==> src/rtl/knapsack_best_value_unit_assert.svh <==
// assertion macros for the knapsack best value unit
`ifndef KNAPSACK_BEST_VALUE_UNIT_ASSERT_SVH
`define KNAPSACK_BEST_VALUE_UNIT_ASSERT_SVH

`ifndef ASSERT_OFF
// property must hold at every clock edge outside reset
`define KBV_ASSERT(lbl, prop) \
  lbl: assert property (@(posedge clk_i) disable iff (!rst_ni) (prop)) \
    else $error("kbv assertion failed");
// condition must never be seen outside reset
`define KBV_ASSERT_NEVER(lbl, cond) \
  lbl: assert property (@(posedge clk_i) disable iff (!rst_ni) !(cond)) \
    else $error("kbv forbidden condition seen");
`else
`define KBV_ASSERT(lbl, prop)
`define KBV_ASSERT_NEVER(lbl, cond)
`endif

`endif

==> src/rtl/kbv_pkg.sv <==
package kbv_pkg;

  // fixed field widths
  localparam int unsigned IN_VAL_W = 16;
  localparam int unsigned IN_WT_W  = 10;
  localparam int unsigned CFG_W    = 10;

  // sequencer states
  typedef enum logic [5:0] {
    ST_CLEAR = 6'b000001,
    ST_IDLE  = 6'b000010,
    ST_WALK  = 6'b000100,
    ST_DRAIN = 6'b001000,
    ST_RES   = 6'b010000,
    ST_CAP   = 6'b100000
  } state_e;

endpackage

==> src/rtl/kbv_upd.sv <==
module kbv_upd #(
  parameter int unsigned VALUE_BITS  = 16,
  parameter int unsigned RESULT_BITS = 24
) (
  input  logic [RESULT_BITS-1:0]       old_i,
  input  logic [RESULT_BITS-1:0]       base_i,
  input  logic [kbv_pkg::IN_VAL_W-1:0] value_i,
  output logic [RESULT_BITS-1:0]       new_o
);
  import kbv_pkg::*;

  localparam int unsigned SW = ((RESULT_BITS > VALUE_BITS) ? RESULT_BITS : VALUE_BITS) + 1;

  logic [31:0]            value_ext;
  logic [VALUE_BITS-1:0]  value_m;
  logic [SW-1:0]          sum;
  logic [SW-1:0]          limit;
  logic [RESULT_BITS-1:0] cand;

  // keep only the low value bits
  assign value_ext = 32'(value_i);
  assign value_m   = value_ext[VALUE_BITS-1:0];

  // saturating add of item value onto the shifted entry
  assign sum   = SW'(base_i) + SW'(value_m);
  assign limit = SW'({RESULT_BITS{1'b1}});
  assign cand  = (sum > limit) ? limit[RESULT_BITS-1:0] : sum[RESULT_BITS-1:0];

  // keep the better of packing or skipping
  assign new_o = (cand > old_i) ? cand : old_i;

endmodule

==> config.mk <==
export PLATFORM = sky130hd
export DESIGN_NAME = kbv_upd
export DESIGN_NICKNAME = d
export VERILOG_FILES = /design/src/rtl/knapsack_best_value_unit_assert.svh /design/src/rtl/kbv_pkg.sv /design/src/rtl/kbv_upd.sv
export SDC_FILE = /design/constraint.sdc
export NUM_CORES = 1
export LEC_CHECK = 0
export ABC_AREA = 1
export BUFFER_PORTS_ARGS = -buffer_cell sky130_fd_sc_hd__buf_2
export CAP_MARGIN = 20
export CELL_PAD_IN_SITES_DETAIL_PLACEMENT = 2
export CELL_PAD_IN_SITES_GLOBAL_PLACEMENT = 2
export CORE_MARGIN = 2
export CORE_UTILIZATION = 27
export DETAILED_ROUTE_END_ITERATION = 16
export GPL_TIMING_DRIVEN = 0
export PLACE_DENSITY_LB_ADDON = 0.1
export RECOVER_POWER = 50
export REMOVE_ABC_BUFFERS = 1
export SYNTH_ARGS = -nofsm -noshare
export SYNTH_HDL_FRONTEND = slang
export SYNTH_SLANG_ARGS = --single-unit
export TNS_END_PERCENT = 30
==> constraint.sdc <==
create_clock -name vclk -period 9.5
set_input_delay 0.95 -clock vclk [all_inputs]
set_output_delay 0.95 -clock vclk [all_outputs]
set_load 0.01 [all_outputs]
# Yosys cells after proc, flatten, opt, wreduce, memory -nomap -nowiden
# Cells that the tools add are included.
totals:
  inputBits: 64
  word_cells: 5
  out_inout_bits: 24
  register_bits: 0
classes:
  n_addsub: 1
  magnitude_cmp: 2
  muxes: 2
ops:
  columns: ["operator", "n"]
  rows:
  - ["$mux W24", 2]
  - ["$add A24 B16 Y25", 1]
  - ["$gt A25 B24 Y1 const B", 1]
  - ["$gt A24 B24 Y1", 1]

# Longest topological paths before layout
depth:
  ltp_word: 5
  ltp_mapped: 27

# Worst setup path after synthesis
# No wires, ideal clock.
synth_timing:
  path_type: "input port to output port"
  startpoint: "in base_i[0]"
  endpoint: "out new_o[18]"
  path_buffers: 2
  required_time_ps: 8550
  arrival_time_ps: 3577
  cell_stages: 27
  slack_ps: 4973
  cell_sequence: "ha_1 -> inv_1 -> fa_1 -> inv_1 -> nand2_1 -> nand2_1 -> nand3_1 -> nand2_1 -> nand2_1 -> nand2_4 -> nand3_4 -> buf_6 -> nand3_2 -> ha_1 -> nand2_1 -> inv_1 -> nand3_1 -> inv_1 -> nand2_1 -> clkinv_1 -> nand2_1 -> nand3_1 -> nand2_2 -> inv_2 -> buf_2 -> nand2_1 -> nand2_1"
synth_via:
  elab_chain_cells: 5
synth_rtl:
  columns: ["element", "line", "text"]
  rows:
  - ["from (decl)", "kbv_upd.sv:6", "input logic [RESULT_BITS-1:0] base_i,"]
  - ["$add A24 B16 Y25 (*)", "kbv_upd.sv:25", "assign sum = SW'(base_i) + SW'(value_m);"]
  - ["$gt A25 B24 Y1", "kbv_upd.sv:27", "assign cand = (sum > limit) ? limit[RESULT_BITS-1:0] : sum[RESULT_BITS-1:0];"]
  - ["$mux W24 (*)", "kbv_upd.sv:27", null]
  - ["$gt A24 B24 Y1", "kbv_upd.sv:30", "assign new_o = (cand > old_i) ? cand : old_i;"]
  - ["$mux W24 (*)", "kbv_upd.sv:30", null]
  - ["to (decl)", "kbv_upd.sv:8", "output logic [RESULT_BITS-1:0] new_o"]
# Every way passes the cells marked *; elsewhere a longest branch is shown, timed or not.

# Worst setup path after layout
layout_timing:
  startpoint: "in base_i[0]"
  endpoint: "out new_o[22]"
# The elaborated chain is that of the path after synthesis.

==> results.py <==
metrics = {
    "status": {
        "status": "completed",
    },
    "route": {
        "dr.pass1.iters": 4,
        "via_count": 3403,
        "drt_iter0_drc": 36,
        "drcViolationCount": 0,
        "routedWlPerCell_um": 13.2,
        "drtAntennaViolNets": 0,
        "wl_um": 9710,
        "via_per_inst": 4.63,
    },
    "cts": {
        "hold_buffers": 0,
        "cts_resized": 0,
        "post-cts-setup-buffer-count": 0,
    },
    "timing": {
        "finalHoldViolations": 0,
        "timing.fmax_mhz": 139,
        "final_max_slew_viol_count": 0,
        "worstMarginPinSlew_ns": 1.30,
        "fin_crit_ns": 7.19,
        "finalSetupViolCount": 0,
        "setup_tns_ns": 0,
        "max_slew_margin_pct": 13.2,
        "hold_slack_ns": 2.20,
        "post-route-period-util_pct": 75.7,
        "rsz0062_at_grt": "false",
    },
    "die": {
        "die_h_um": 102,
        "die_w_um": 102,
        "dieArea_um2": 10500,
        "io_pins": 88,
        "rows": 35,
        "start_util_pct": 28.1,
        "coreArea_um2": 9330,
    },
    "power_and_ir_drop": {
        "p_per_area_nw_per_um2": 69.6,
        "p_leak_uw": 0.00209,
        "ir_worst_vdd_mv": 0.0195,
    },
    "setup_path": {
        "crit_path_start_kind": "input port",
        "endpoint_kind": "primary output",
        "cp_data_arrival_time_ns": 6.24,
        "setup.worst_path.class": "in -> out",
        "max_stage_delay_ns": 0.93,
        "cpMaxStageDelayCell": "nand3_1",
        "path_max_fanout": 27,
        "worstPathRequired_ns": 8.55,
        "cp_num_buf_inv": 8,
        "critPathTopFamily": "simple AND/OR/NAND/NOR gates",
        "cp_common_cell": "nand2_1",
    },
    "global_routing": {
        "antenna_found_initial": 0,
        "grt_max_degree": 28,
        "grt_pass1_vias": 3673,
        "grt_usage_pct": 19.1,
        "grt.overflow.total": 0,
        "grt_first_pass_wirelength_um": 16300,
    },
    "synth": {
        "synthesis.instances": 524,
        "synth_area_um2": 2620,
        "synthDistinctLibCells": 28,
        "yosysWarnings": 0,
        "syn_avg_cell_area_um2": 5.00,
        "yosysSeqAreaShare_pct": 0,
    },
    "final_layout": {
        "final_cell_mix": "nand2_1, inv_1, buf_2, nor2_1, ha_1",
        "instances_no_fill": 735,
        "final_common_cell": "nand2_1",
        "nClkBuffers": 0,
        "fin_util_pct": 33.7,
        "design_area_um2": 3150,
        "nets": 713,
        "nFillCells": 1329,
        "seq_cell_count": 0,
        "synthToLayoutAreaGrowth_pct": 20.2,
        "drive_gt1_share_pct": 17.5,
        "num_antenna_cells": 0,
        "final-seq-area_um2": 0,
    },
    "run": {
        "drv_cap": 0,
    },
    "place": {
        "numPortBuffers": 88,
        "post_dp_cell_area_um2": 3180,
        "place_hpwl_um": 8980,
        "place_congestion": 0.823,
        "placedCellCount": 735,
    },
    "worst_hold_path": {
        "hold_class": "in -> out",
    },
}
[area by class of cell]
type | instances | area [um2] | share of cell area [%]
multi-input cells | 416 | 2170 | 69.0
inverters | 102 | 383 | 12.2
well taps | 129 | 161 | 5.13
repair buffers | 88 | 432 | 13.7
[power by group]
group | internal (uW) | total [uW] | switching, uW | leakage [uW]
combinational | 81.3 | 219 | 138 | 0.00209
clock | 0 | 0 | 0 | 0
sequential | 0 | 0 | 0 | 0
total | 81.3 | 219 | 138 | 0.00209
[Yosys cell counts]
cell,number,area [um2]
nor3b_1,1,7.51
o21a_1,1,7.51
nand2_2,11,68.8
xor2_1,2,17.5
o21bai_1,1,7.51
or2_2,2,12.5
nand4_1,7,43.8
a21o_1,1,7.51
a21boi_0,1,7.51
inv_1,98,368
nor2_1,41,154
a21oi_1,17,85.1
nand2_4,1,11.3
nand3_1,23,115
clkinv_1,1,3.75
inv_2,3,11.3
o21ai_0,7,35.0
nand3_4,1,17.5
buf_6,2,22.5
nor3_1,3,15.0
fa_1,1,20.0
nand3b_1,3,22.5
xnor2_1,5,43.8
nand2_1,236,886
buf_2,4,20.0
ha_1,40,500
and2_1,1,6.26
nand3_2,10,100
[cell families (layout without fill, tap and decap cells)]
logic type,count (synthesis),count (layout),synth area share [%]
xor+xnor,7,7,2.34
compound gates,28,28,5.74
buf+inv,108,190,16.3
simple gates,340,340,55.8
fa+ha+maj,41,41,19.9
[worst paths after layout]
path                  start        end  slack [ns]  cells past startpoint
setup / recovery  base_i[0]  new_o[22]        2.31                     27
hold / removal    old_i[10]  new_o[10]        2.20                      4
[layer usage]
metal  track usage (%)  part of all wire, %  up-vias
li1                  -                    -     1760
met1              24.2                   47     1586
met2              37.3                   51       51
met3             0.205                  1.5        6
met4              1.54                 0.76        0
met5                 0                    0        -
[through the flow]
| step | setup WS, ns | power, uW |
|---|---|---|
| after detailed placement | 3.45 | 226 |
| after floorplan | 4.67 | 145 |
| final | 2.31 | 219 |
| after global placement | 3.55 | 215 |
| after CTS | 3.44 | 227 |
| after global routing | 1.58 | 255 |
No activity file was read; power rests on OpenSTA's default activity.
